===== src/mhv_pkg.sv =====
package mhv_pkg;

  // Register indexes on the configuration port
  typedef enum logic [2:0] {
    REG_ENTER_THR  = 3'd0,
    REG_EXIT_THR   = 3'd1,
    REG_MON_PERIOD = 3'd2,
    REG_POWER_LEAD = 3'd3,
    REG_WATER_SMP  = 3'd4,
    REG_BLINK      = 3'd5,
    REG_TIMEOUT    = 3'd6
  } reg_index_t;

  localparam int unsigned CFG_DATA_W  = 20;
  localparam int unsigned THR_W       = 12;
  localparam int unsigned COUNTDOWN_W = 20;
  localparam int unsigned LEAD_W      = 10;
  localparam int unsigned PHASE_W     = 16;

  // Reset values
  localparam logic [THR_W-1:0]       ENTER_THR_RST  = 12'd1900;
  localparam logic [THR_W-1:0]       EXIT_THR_RST   = 12'd1840;
  localparam logic [COUNTDOWN_W-1:0] MON_PERIOD_RST = 20'd600000;
  localparam logic [LEAD_W-1:0]      POWER_LEAD_RST = 10'd20;
  localparam logic [PHASE_W-1:0]     WATER_SMP_RST  = 16'd10;
  localparam logic [PHASE_W-1:0]     BLINK_RST      = 16'd500;
  localparam logic [PHASE_W-1:0]     TIMEOUT_RST    = 16'd2000;
  localparam logic [COUNTDOWN_W-1:0] COUNTDOWN_RST  = 20'd100000;

  localparam logic [THR_W-1:0] READING_MAX = 12'hFFF;

  typedef struct packed {
    logic [THR_W-1:0]       enter_thr;
    logic [THR_W-1:0]       exit_thr;
    logic [COUNTDOWN_W-1:0] mon_period;
    logic [LEAD_W-1:0]      power_lead;
    logic [PHASE_W-1:0]     water_smp;
    logic [PHASE_W-1:0]     blink;
    logic [PHASE_W-1:0]     timeout;
  } cfg_t;

  typedef struct packed {
    logic                   watering;
    logic [COUNTDOWN_W-1:0] countdown;
    logic [PHASE_W-1:0]     blink_phase;
    logic [PHASE_W-1:0]     water_phase;
    logic [PHASE_W-1:0]     timeout_cnt;
    logic                   power;
    logic                   led;
  } ctrl_state_t;

  typedef struct packed {
    logic             timed_out;
    logic [THR_W-1:0] reading_mv;
    logic             sample_taken;
    logic             led_on;
    logic             sensor_power;
    logic             valve_open;
  } result_t;

  // Phase counter advance; a limit of zero behaves as one
  function automatic logic [PHASE_W-1:0] next_phase(input logic [PHASE_W-1:0] phase,
                                                    input logic [PHASE_W-1:0] limit);
    logic [PHASE_W:0] n;
    logic [PHASE_W:0] lim;
    n   = {1'b0, phase} + (PHASE_W+1)'(1);
    lim = (limit == '0) ? (PHASE_W+1)'(1) : {1'b0, limit};
    return (n >= lim) ? '0 : n[PHASE_W-1:0];
  endfunction

endpackage


===== src/moisture_hysteresis_valve_controller_core.sv =====
// Channel  Dir  Signals                 Payload
// s_axis   in   s_tvalid/tready/tdata   sensor_code, one transaction per 1 ms tick
// m_axis   out  m_tvalid/tready/tdata   one result transaction per tick
// cfg      in   cfg_we/index/wdata      register writes, no read-back
//
// Each transaction passes an input register and then the step logic, which
// updates the controller state and loads the result register; one transaction
// per cycle is sustained while the skid entry is free. The output register has
// one skid entry behind it; input stalls only while that entry is occupied.
// Synchronous reset (rst) restores config and state registers to defaults and
// clears valid flags; the first monitoring sample is then 100000 ticks away.
module moisture_hysteresis_valve_controller_core
  import mhv_pkg::*;
#(
  parameter int unsigned SENSOR_BITS = 10
)
(
  input  logic                            clk,
  input  logic                            rst,
  input  logic                            s_tvalid,
  output logic                            s_tready,
  input  logic [((SENSOR_BITS+7)/8)*8-1:0] s_tdata,  // [SENSOR_BITS-1:0] sensor_code
  output logic                            m_tvalid,
  input  logic                            m_tready,
  // [0] valve_open, [1] sensor_power, [2] led_on, [3] sample_taken,
  // [15:4] reading_mv, [16] timed_out
  output logic [23:0]                     m_tdata,
  input  logic                            cfg_we,
  input  logic [2:0]                      cfg_index,
  input  logic [CFG_DATA_W-1:0]           cfg_wdata
);

  cfg_t                   cfg;
  ctrl_state_t            st;
  ctrl_state_t            st_next;
  result_t                res;
  result_t                out_res;
  logic                   in_valid;
  logic [SENSOR_BITS-1:0] in_code;
  logic                   adv;
  logic                   buf_ready;

  mhv_cfg_regs u_cfg (
    .clk       (clk),
    .rst       (rst),
    .cfg_we    (cfg_we),
    .cfg_index (cfg_index),
    .cfg_wdata (cfg_wdata),
    .cfg       (cfg)
  );

  // Input register
  assign adv      = in_valid && buf_ready;
  assign s_tready = !in_valid || adv;

  always_ff @(posedge clk) begin
    if (rst) begin
      in_valid <= 1'b0;
    end else if (s_tvalid && s_tready) begin
      in_valid <= 1'b1;
    end else if (adv) begin
      in_valid <= 1'b0;
    end
  end

  always_ff @(posedge clk) begin
    if (s_tvalid && s_tready) in_code <= s_tdata[SENSOR_BITS-1:0];
  end

  mhv_step #(
    .SENSOR_BITS (SENSOR_BITS)
  ) u_step (
    .cfg     (cfg),
    .st      (st),
    .code    (in_code),
    .st_next (st_next),
    .res     (res)
  );

  // Controller state, advanced once per tick
  always_ff @(posedge clk) begin
    if (rst) begin
      st.watering    <= 1'b0;
      st.countdown   <= COUNTDOWN_RST;
      st.blink_phase <= '0;
      st.water_phase <= '0;
      st.timeout_cnt <= '0;
      st.power       <= 1'b0;
      st.led         <= 1'b0;
    end else if (adv) begin
      st <= st_next;
    end
  end

  mhv_out_skid u_out (
    .clk        (clk),
    .rst        (rst),
    .push       (adv),
    .push_data  (res),
    .push_ready (buf_ready),
    .out_valid  (m_tvalid),
    .out_ready  (m_tready),
    .out_data   (out_res)
  );

  assign m_tdata = {7'd0, out_res.timed_out, out_res.reading_mv, out_res.sample_taken,
                    out_res.led_on, out_res.sensor_power, out_res.valve_open};

  // A timeout pulse only comes from a watering sample that kept the valve open
  a_timeout_in_watering: assert property (@(posedge clk) disable iff (rst)
    adv && res.timed_out |-> res.valve_open && res.sample_taken)
    else $error("timeout pulse without watering sample");

  // Entry into watering always comes from a sample
  a_entry_sampled: assert property (@(posedge clk) disable iff (rst)
    adv && !st.watering && res.valve_open |-> res.sample_taken)
    else $error("watering entered without a sample");

  // Leaving watering arms a monitoring sample for the next tick
  a_exit_arms_sample: assert property (@(posedge clk) disable iff (rst)
    adv && st.watering && !res.valve_open |=> st.countdown == '0 && !st.led)
    else $error("exit from watering did not arm a sample");

  // The skid entry is only occupied behind a held output
  a_skid_behind_out: assert property (@(posedge clk) disable iff (rst)
    !buf_ready |-> m_tvalid)
    else $error("skid entry occupied with empty output register");

endmodule


===== src/mhv_cfg_regs.sv =====
module mhv_cfg_regs
  import mhv_pkg::*;
(
  input  logic                  clk,
  input  logic                  rst,
  input  logic                  cfg_we,
  input  logic [2:0]            cfg_index,
  input  logic [CFG_DATA_W-1:0] cfg_wdata,
  output cfg_t                  cfg
);

  // Register file, written by index
  always_ff @(posedge clk) begin
    if (rst) begin
      cfg.enter_thr  <= ENTER_THR_RST;
      cfg.exit_thr   <= EXIT_THR_RST;
      cfg.mon_period <= MON_PERIOD_RST;
      cfg.power_lead <= POWER_LEAD_RST;
      cfg.water_smp  <= WATER_SMP_RST;
      cfg.blink      <= BLINK_RST;
      cfg.timeout    <= TIMEOUT_RST;
    end else if (cfg_we) begin
      case (reg_index_t'(cfg_index))
        REG_ENTER_THR:  cfg.enter_thr  <= cfg_wdata[THR_W-1:0];
        REG_EXIT_THR:   cfg.exit_thr   <= cfg_wdata[THR_W-1:0];
        REG_MON_PERIOD: cfg.mon_period <= cfg_wdata[COUNTDOWN_W-1:0];
        REG_POWER_LEAD: cfg.power_lead <= cfg_wdata[LEAD_W-1:0];
        REG_WATER_SMP:  cfg.water_smp  <= cfg_wdata[PHASE_W-1:0];
        REG_BLINK:      cfg.blink      <= cfg_wdata[PHASE_W-1:0];
        REG_TIMEOUT:    cfg.timeout    <= cfg_wdata[PHASE_W-1:0];
        default: ;
      endcase
    end
  end

endmodule


===== src/mhv_step.sv =====
module mhv_step
  import mhv_pkg::*;
#(
  parameter int unsigned SENSOR_BITS = 10
)
(
  input  cfg_t                   cfg,
  input  ctrl_state_t            st,
  input  logic [SENSOR_BITS-1:0] code,
  output ctrl_state_t            st_next,
  output result_t                res
);

  localparam int unsigned RD_W  = SENSOR_BITS + 2;
  localparam int unsigned CMP_W = (RD_W > THR_W) ? RD_W : THR_W;

  logic [CMP_W-1:0] reading;
  logic             above_enter;
  logic             below_exit;
  logic             sampled;
  logic             pulse;
  logic [PHASE_W-1:0] tc_inc;

  assign reading     = CMP_W'({code, 2'b00});
  assign above_enter = reading > CMP_W'(cfg.enter_thr);
  assign below_exit  = reading < CMP_W'(cfg.exit_thr);

  // One tick: monitoring work first, then watering on the same reading
  always_comb begin
    st_next = st;
    sampled = 1'b0;
    pulse   = 1'b0;

    if (!st.watering) begin
      if (st.countdown == '0) begin
        sampled = 1'b1;
        if (above_enter) begin
          st_next.timeout_cnt = '0;
          st_next.watering    = 1'b1;
        end else begin
          st_next.power = 1'b0;
        end
        st_next.countdown = (cfg.mon_period != '0) ?
                            cfg.mon_period - COUNTDOWN_W'(1) : '0;
      end else begin
        st_next.countdown = st.countdown - COUNTDOWN_W'(1);
      end
      if (st.countdown == COUNTDOWN_W'(cfg.power_lead)) st_next.power = 1'b1;
    end

    // count starts from the cleared value when watering was just entered
    tc_inc = st_next.timeout_cnt + PHASE_W'(1);

    if (st_next.watering) begin
      if (st.blink_phase == '0) st_next.led = !st_next.led;
      if (st.water_phase == '0) begin
        sampled = 1'b1;
        if (below_exit) begin
          st_next.led       = 1'b0;
          st_next.watering  = 1'b0;
          st_next.countdown = '0;
        end else if (tc_inc == cfg.timeout) begin
          pulse               = 1'b1;
          st_next.timeout_cnt = '0;
        end else begin
          st_next.timeout_cnt = tc_inc;
        end
      end
      st_next.blink_phase = next_phase(st.blink_phase, cfg.blink);
      st_next.water_phase = next_phase(st.water_phase, cfg.water_smp);
    end
  end

  // Result fields, reading saturates at the 12-bit range
  always_comb begin
    res.valve_open   = st_next.watering;
    res.sensor_power = st_next.power;
    res.led_on       = st_next.led;
    res.sample_taken = sampled;
    res.reading_mv   = (reading > CMP_W'(READING_MAX)) ? READING_MAX : reading[THR_W-1:0];
    res.timed_out    = pulse;
  end

endmodule


===== src/mhv_out_skid.sv =====
module mhv_out_skid
  import mhv_pkg::*;
(
  input  logic    clk,
  input  logic    rst,
  input  logic    push,
  input  result_t push_data,
  output logic    push_ready,
  output logic    out_valid,
  input  logic    out_ready,
  output result_t out_data
);

  logic    skid_valid;
  result_t skid_data;
  logic    take;

  assign take       = out_valid && out_ready;
  assign push_ready = !skid_valid;

  // Output register with one skid entry behind it
  always_ff @(posedge clk) begin
    if (rst) begin
      out_valid  <= 1'b0;
      skid_valid <= 1'b0;
    end else if (skid_valid) begin
      if (take) begin
        out_data   <= skid_data;
        skid_valid <= 1'b0;
      end
    end else if (push) begin
      if (!out_valid || take) begin
        out_data  <= push_data;
        out_valid <= 1'b1;
      end else begin
        skid_data  <= push_data;
        skid_valid <= 1'b1;
      end
    end else if (take) begin
      out_valid <= 1'b0;
    end
  end

endmodule


===== config.mk =====
export PLATFORM = sky130hd
export DESIGN_NAME = moisture_hysteresis_valve_controller_core
export DESIGN_NICKNAME = d
export VERILOG_FILES = /design/src/mhv_pkg.sv /design/src/moisture_hysteresis_valve_controller_core.sv /design/src/mhv_cfg_regs.sv /design/src/mhv_step.sv /design/src/mhv_out_skid.sv
export SDC_FILE = /design/constraint.sdc
export NUM_CORES = 1
export LEC_CHECK = 0
export BUFFER_PORTS_ARGS = -buffer_cell sky130_fd_sc_hd__buf_4
export CAP_MARGIN = 20
export CORE_UTILIZATION = 52
export DETAILED_ROUTE_END_ITERATION = 12
export PLACE_DENSITY = 0.76
export RECOVER_POWER = 25
export REMOVE_ABC_BUFFERS = 1
export SYNTH_ARGS = -nofsm -noshare
export SYNTH_HDL_FRONTEND = slang
export SYNTH_HIERARCHICAL = 1
export SYNTH_SLANG_ARGS = --single-unit

===== constraint.sdc =====
create_clock -name clk -period 7.6 [get_ports clk]
set_input_delay 0.76 -clock clk [delete_from_list [all_inputs] [get_ports clk]]
set_output_delay 0.76 -clock clk [all_outputs]
set_load 0.05 [all_outputs]

==> impl_metrics.toml, run 1 <==
[floorplan]
fp.dieW_um = 168.4
coreArea_um2 = 27030
io_pins = 70
die_y_um = 168.4
dieArea_um2 = 28350
rows = 60
initial_core_util_pct = 53.26

[routing]
drt-wirelength-per-cell_um = 17.98
routed_wl_um = 35880
via_per_inst = 6.038
antenna_left = 0
dr.first_iter.drc_count = 963
via_count = 12050
firstDrtPassIters = 5
drc = 0

[clocking]
numCtsBuffers = 25
cts_resized = 0
tritoncts = "done"
root_buffer = "clkbuf_16"
htree_levels = 1
cts.sinks = 220
worstSkewPairLatency_ps = 520
hold_buffers = 0
path_clk_slew_ps = 60
cts_buffer_depth = 3
postCtsSetupBuffers = 0

[global_route]
grt_overflow = 0
antenna_found_initial = 0
grt_max_degree = 110
grt_pass1_vias = 11190
grt.total_usage_pct = 24.86
grt_pass1_wl_um = 57480

[power_and_ir_drop]
powerDensity_nw_per_um2 = 178.3
ir_worst_vdd_v = 0.0001563
power_uw = 2759
power.leakage_uw = 0.006331

[finish]
area_delta_synth_final_pct = 7.484
nFillCells = 2368
seqCellArea_um2 = 4848
fin_nets = 1741
insertedDiodeCount = 0
instances_no_fill = 1996
drive_gt1_share_pct = 9.003
multi_input_area_um2 = 8533
final_common_cell = "dfxtp_1"
final_cell_mix = "dfxtp_1, nor2_1, a21oi_1, mux2i_1, nand2b_1"

[worst_setup_path]
cp-end-kind = "flop"
critPathRequiredTime_ps = 7970
worstRegToRegCells = 18
critical_path_class = "primary input to flop"
cp_data_arrival_time_ps = 6630
crit_fanout = 109
start_kind = "primary input"

[placed_design]
detailedPlace.worstSlack_ps = 1804
place.gp.congestion = 0.9224
dpl.hpwl_um = 25050
post-place-cells = 1949
io_buffers = 56

[sta]
period_needed_ps = 6259
fmax_ghz = 0.1598
worst_slack_ps = 1341
skew_ps = 9.397
setup_tns_ps = 0
finalSetupViolations = 0
maxSlewViolCount = 163
slew_headroom_pct = -202.6
finalCritPeriodShare_pct = 82.36
finalHoldViolCount = 0
rsz0062_at_grt = "no"
hold_slack_ps = 440.2
worst_slew_pin_slew_ps = 4539

[yosys]
async_flop_share_pct = 0
synth_seq_cells = 220
synth_area_leader_cell = "dfxtp_1"
synth-main-ff-cell = "dfxtp_1"
synth_cell_types = 84
synth.area.top_cells = "dfxtp_1, edfxtp_1, mux2i_1"
synth_edf_count = 44
synth_area_per_cell_um2 = 8.635
syn_inst = 1667
yosys_warnings = 6
seq_area_frac_synth_pct = 33.66
synthesis.area_um2 = 14390
yosysTopAreaCellShare_pct = 24.48

[status]
violations = "max-capacitance violations, max-slew violations"
status = "complete, but fails checks"

[job]
max_cap_violations = 2

[hold_path]
hold_class = "primary input to flop"
worst_hold_path.num_cells = 1
==> Yosys cell counts (12+ instances only) <==
cell,n
nand2b_1,101
buf_2,35
xnor2_1,36
a21oi_1,107
nor3_1,38
or3_1,16
nand4_1,25
a21bo_1,61
xor2_1,37
buf_4,28
dfxtp_1,176
mux2_2,17
edfxtp_1,44
nor4_1,32
mux2i_1,104
nor2b_1,15
ha_1,60
and3_1,28
o21ai_0,53
buf_6,14
nand3_1,100
a21o_1,12
nor2_1,123
inv_1,75
nand2_1,91
clkbuf_1,52
==> layer usage <==
| metal | track usage, % | vias to the layer above | share of wire, % |
|---|---|---|---|
| met2 | 42.56 | 332 | 48 |
| met5 | 0 | - | 0 |
| met1 | 32.60 | 5808 | 44 |
| li1 | - | 5860 | - |
| met4 | 6.877 | 0 | 2.1 |
| met3 | 3.526 | 52 | 5.4 |
==> cells by family (layout without fill, tap and decap cells) <==
logic type               after synthesis  in the layout  synth area share [%]
AO/OA/AOI/OAI                        352            352                 17.12
buffers and inverters                210            191                 7.354
AND/OR/NAND/NOR                      628            628                 23.44
XOR/XNOR                              74             74                 4.598
multiplexers                         121            121                 8.562
other                                  2              9               0.05218
flip-flops                           220            220                 33.66
adder cells (fa/ha/maj)               60             60                 5.216
==> registers in the layout, indices dropped and copies added, names as in the netlist <==
register and count:
in_code 10, u_out/skid_valid 1, u_out/out_valid 1, u_out/out_data 17, in_valid 1, u_cfg/cfg 102, st 71, u_out/skid_data 17
==> cell type report <==
cell class / instances / area share [%]
clock buffers: 30 / 4.432
clock inverters: 15 / 1.254
inverters: 75 / 1.836
multi-input cells: 1244 / 55.16
flip-flops and latches: 220 / 31.34
well taps: 341 / 2.758
repair buffers: 71 / 3.227
==> power by group <==
group	switching (uW)	internal (uW)	leakage [uW]
clock	501	782	0.000428
combinational	138	88.2	0.00406
sequential	34.0	1220	0.00184
total	673	2090	0.00633
==> critical path: stages <==
cell      delay [ps]
clkbuf_1        3140
clkbuf_1        1500
buf_4            640
nand2b_1         380
mux2i_1          130
==> through the flow <==
step           cell area [um2]  util (%)
2_1_floorplan            13640         -
3_3_place_gp             14610     54.07
3_5_place_dp             14610     54.07
4_1_cts                  15490     57.33
5_1_grt                  15470     57.25
6_report                 15470     57.25
==> final timing paths <==
path                                   start                          to  slack [ps]
setup / recovery                         rst  u_cfg/cfg[73]$_SDFFE_PP0P_        1340
hold reg to reg   u_cfg/cfg[90]$_SDFFE_PP0P_  u_cfg/cfg[90]$_SDFFE_PP0P_         480
setup reg to reg        in_code[5]$_DFFE_PP_         st[13]$_SDFFE_PP0P_        1540
hold / removal                    s_tdata[4]        in_code[4]$_DFFE_PP_         440
Note: power is estimated with default switching activity, not from simulation.
==> run 2, diff against run 1 <==
ABC_AREA = 1   (was unset)
clock period = 6.55 ns   (was 7.6 ns; I/O delays follow)
==> run 2 against run 1 <==
  * The run still ends with max-capacitance violations, max-slew violations left
  * Global-route usage increased by 0.91 points
  * Clock skew increased by 4.5 ps
  * Die area decreased by 0.44%
  * Clock-buffer cell count increased by 6
  * Cell area increased by 0.65%
  * Final cell count increased by 28%
  * Power increased by 33%
  * Via count increased by 11%
  * Register-to-register slack improved by 330 ps
  * Combinational power increased to 2.5 times the previous value
  * Critical endpoint is now st[66]$_SDFFE_PP1P_
==> impl_metrics.toml, run 2 <==
[status]
status = "complete, but fails checks"
violations = "max-capacitance violations, max-slew violations"

[sta]
setup_tns_ps = 0
skew_ps = 13.93
maxSlewViolCount = 103
worst_slew_pin_slew_ps = 4399
finalCritPeriodShare_pct = 71.42
slew_headroom_pct = -193.3
finalSetupViolations = 0
rsz0062_at_grt = "no"
period_needed_ps = 4678
fmax_ghz = 0.2138
finalHoldViolCount = 0

[floorplan]
dieArea_um2 = 28230
die_y_um = 168.0
initial_core_util_pct = 53.02
fp.dieW_um = 168.0
coreArea_um2 = 27030
io_pins = 70
rows = 60

[hold_path]
worst_hold_path.num_cells = 1
min_from = "s_tdata[9]"
hold_class = "primary input to flop"

[yosys]
synth-main-ff-cell = "dfxtp_1"
async_flop_share_pct = 0
synth_seq_cells = 220
yosysTopAreaCellShare_pct = 24.59
yosys_warnings = 6
ys_top_cells_by_count = "nand2_1, nor2_1, inv_1"
synthesis.area_um2 = 14330
seq_area_frac_synth_pct = 33.81
synth_edf_count = 44
synth_area_per_cell_um2 = 6.540
syn_inst = 2191
synth.area.top_cells = "dfxtp_1, nand2_1, nor2_1"
synth_cell_types = 53
synth.most_common_cell = "nand2_1"
synth_area_leader_cell = "dfxtp_1"

[clocking]
htree_levels = 1
root_buffer = "clkbuf_16"
postCtsSetupBuffers = 0
path_clk_slew_ps = 60
cts_buffer_depth = 3
cts_resized = 0
hold_buffers = 0
numCtsBuffers = 26
tritoncts = "done"
worstSkewPairLatency_ps = 550
cts.sinks = 220

[finish]
drive_gt1_share_pct = 8.857
fin_nets = 2297
reg_top3 = "u_cfg/cfg (102), st (71)"
regMostFlops = "u_cfg/cfg"
final_common_cell = "nand2_1"
final_cell_mix = "nand2_1, nor2_1, inv_1, nand3_1, dfxtp_1"
insertedDiodeCount = 0
largest_reg_flops = 102
area_delta_synth_final_pct = 8.670

[routing]
drt-wirelength-per-cell_um = 14.05
dr.first_iter.drc_count = 1111
drc = 0
routed_wl_um = 35880
via_per_inst = 5.256
via_count = 13430
firstDrtPassIters = 6
antenna_left = 0

[placed_design]
place.gp.congestion = 0.9256
io_buffers = 56
dpl.hpwl_um = 25270

[global_route]
grt_max_degree = 103
grt_pass1_vias = 12590
grt.total_usage_pct = 25.77
grt_pass1_wl_um = 60110
grt_overflow = 0
antenna_found_initial = 0

[worst_setup_path]
start_kind = "flop"
crit_chain = "inv_1 > ha_1 > nand2_2 > nor2_4 > nand3_4 > inv_2 > nand2_1 > nand2_1 > buf_4 > inv_2 > nor2_2 > clkinv_1 > nor2_2 > inv_1 > o21ai_0 > a31o_2 > inv_1 > nand3_1 > nand3_1"
path_buf_inv = 7
crit_top_cell = "inv_1"
worstRegToRegCells = 19
critical_path_class = "flop to flop"
reg2reg_from = "st[50]$_SDFFE_PP0P_"
crit_path_start = "st[50]$_SDFFE_PP0P_"
cp_data_arrival_time_ps = 5070
cp.depth = 19
crit_fanout = 49
worst_path_dominant_cell_family = "buffers and inverters"
critPathRequiredTime_ps = 6940
crit_slowest_cell = "nor2_2"
cp-end-kind = "flop"
slowest_delay_ps = 620

[job]
max_cap_violations = 1

[power_and_ir_drop]
ir_worst_vdd_v = 0.0001852
power_uw = 3656
power.leakage_uw = 0.007648
powerDensity_nw_per_um2 = 234.8
-- run 2: changes by cell type after synthesis, sizes merged, moves of 28 or more --
cell / change
nor2: +271
nand3: +93
a21oi: -42
clkbuf: -28
nand2: +497
mux2i: -104
nand2b: -102
inv: +251
a21bo: -64
-- run 2: area by class of cell --
class / instances / area [um2]
sequential: 220 / 4845
timing repair buffer: 67 / 499.2
fill: 2562 / 11450
tap: 341 / 426.7
clock buffer: 36 / 732.0
multi-input combinational: 1549 / 7627
inverter: 329 / 1235
clock inverter: 12 / 207.7
-- run 2: logic make-up (layout without fill, tap and decap cells) --
group	count (synthesis)	in the layout	synth area share, %
AO/OA/AOI/OAI	173	173	7.064
XOR/XNOR	53	53	3.239
adder cells (fa/ha/maj)	60	60	5.239
buffers and inverters	429	444	13.23
flip-flops	220	220	33.81
other	2	9	0.05241
AND/OR/NAND/NOR	1254	1254	37.37
-- run 2: final timing paths --
check,end,slack (ps)
min reg2reg,u_cfg/cfg[98]$_SDFFE_PP1P_,470
max,st[66]$_SDFFE_PP1P_,1870
min,in_code[9]$_DFFE_PP_,310
max reg2reg,st[66]$_SDFFE_PP1P_,1870
-- run 2: stage by stage --
stage | cell area, um2 | util [%] | hold WS, ps | worst slack (ps) | std cells
after detailed placement | 14630 | 54.13 | 456.6 | 2030 | 2505
after global placement | 14630 | 54.13 | 454.6 | 2118 | 2505
after global routing | 15570 | 57.62 | 291.3 | 1520 | 2554
after CTS | 15570 | 57.61 | 263.6 | 1993 | 2553
after floorplan | 13700 | - | 441.7 | 2819 | 2098
final | 15570 | 57.62 | 305.6 | 1872 | 2554
-- run 2: worst reg2reg max path, stage by stage (launching register included) --
cell	delay (ps)
dfxtp_1	360
inv_1	110
ha_1	240
nand2_2	110
nor2_4	200
nand3_4	240
inv_2	240
nand2_1	80
nand2_1	60
buf_4	440
inv_2	300
nor2_2	200
clkinv_1	450
nor2_2	620
inv_1	390
o21ai_0	170
a31o_2	130
inv_1	40
nand3_1	70
nand3_1	80
-- run 2: power by group --
group	switching [uW]	leakage (uW)	internal, uW
clock	589	0.000461	980
sequential	66.0	0.00185	1450
combinational	369	0.00534	207
total	1020	0.00765	2630
-- run 2: layer usage --
metal	track usage (%)	wire length [um]	share of wire, %	up-vias
met3	2.844	1870	5.2	85
met2	43.84	16860	47	372
met1	33.17	15780	44	6113
li1	-	-	-	6855
met5	0	0	0	-
met4	10.85	1371	3.8	0
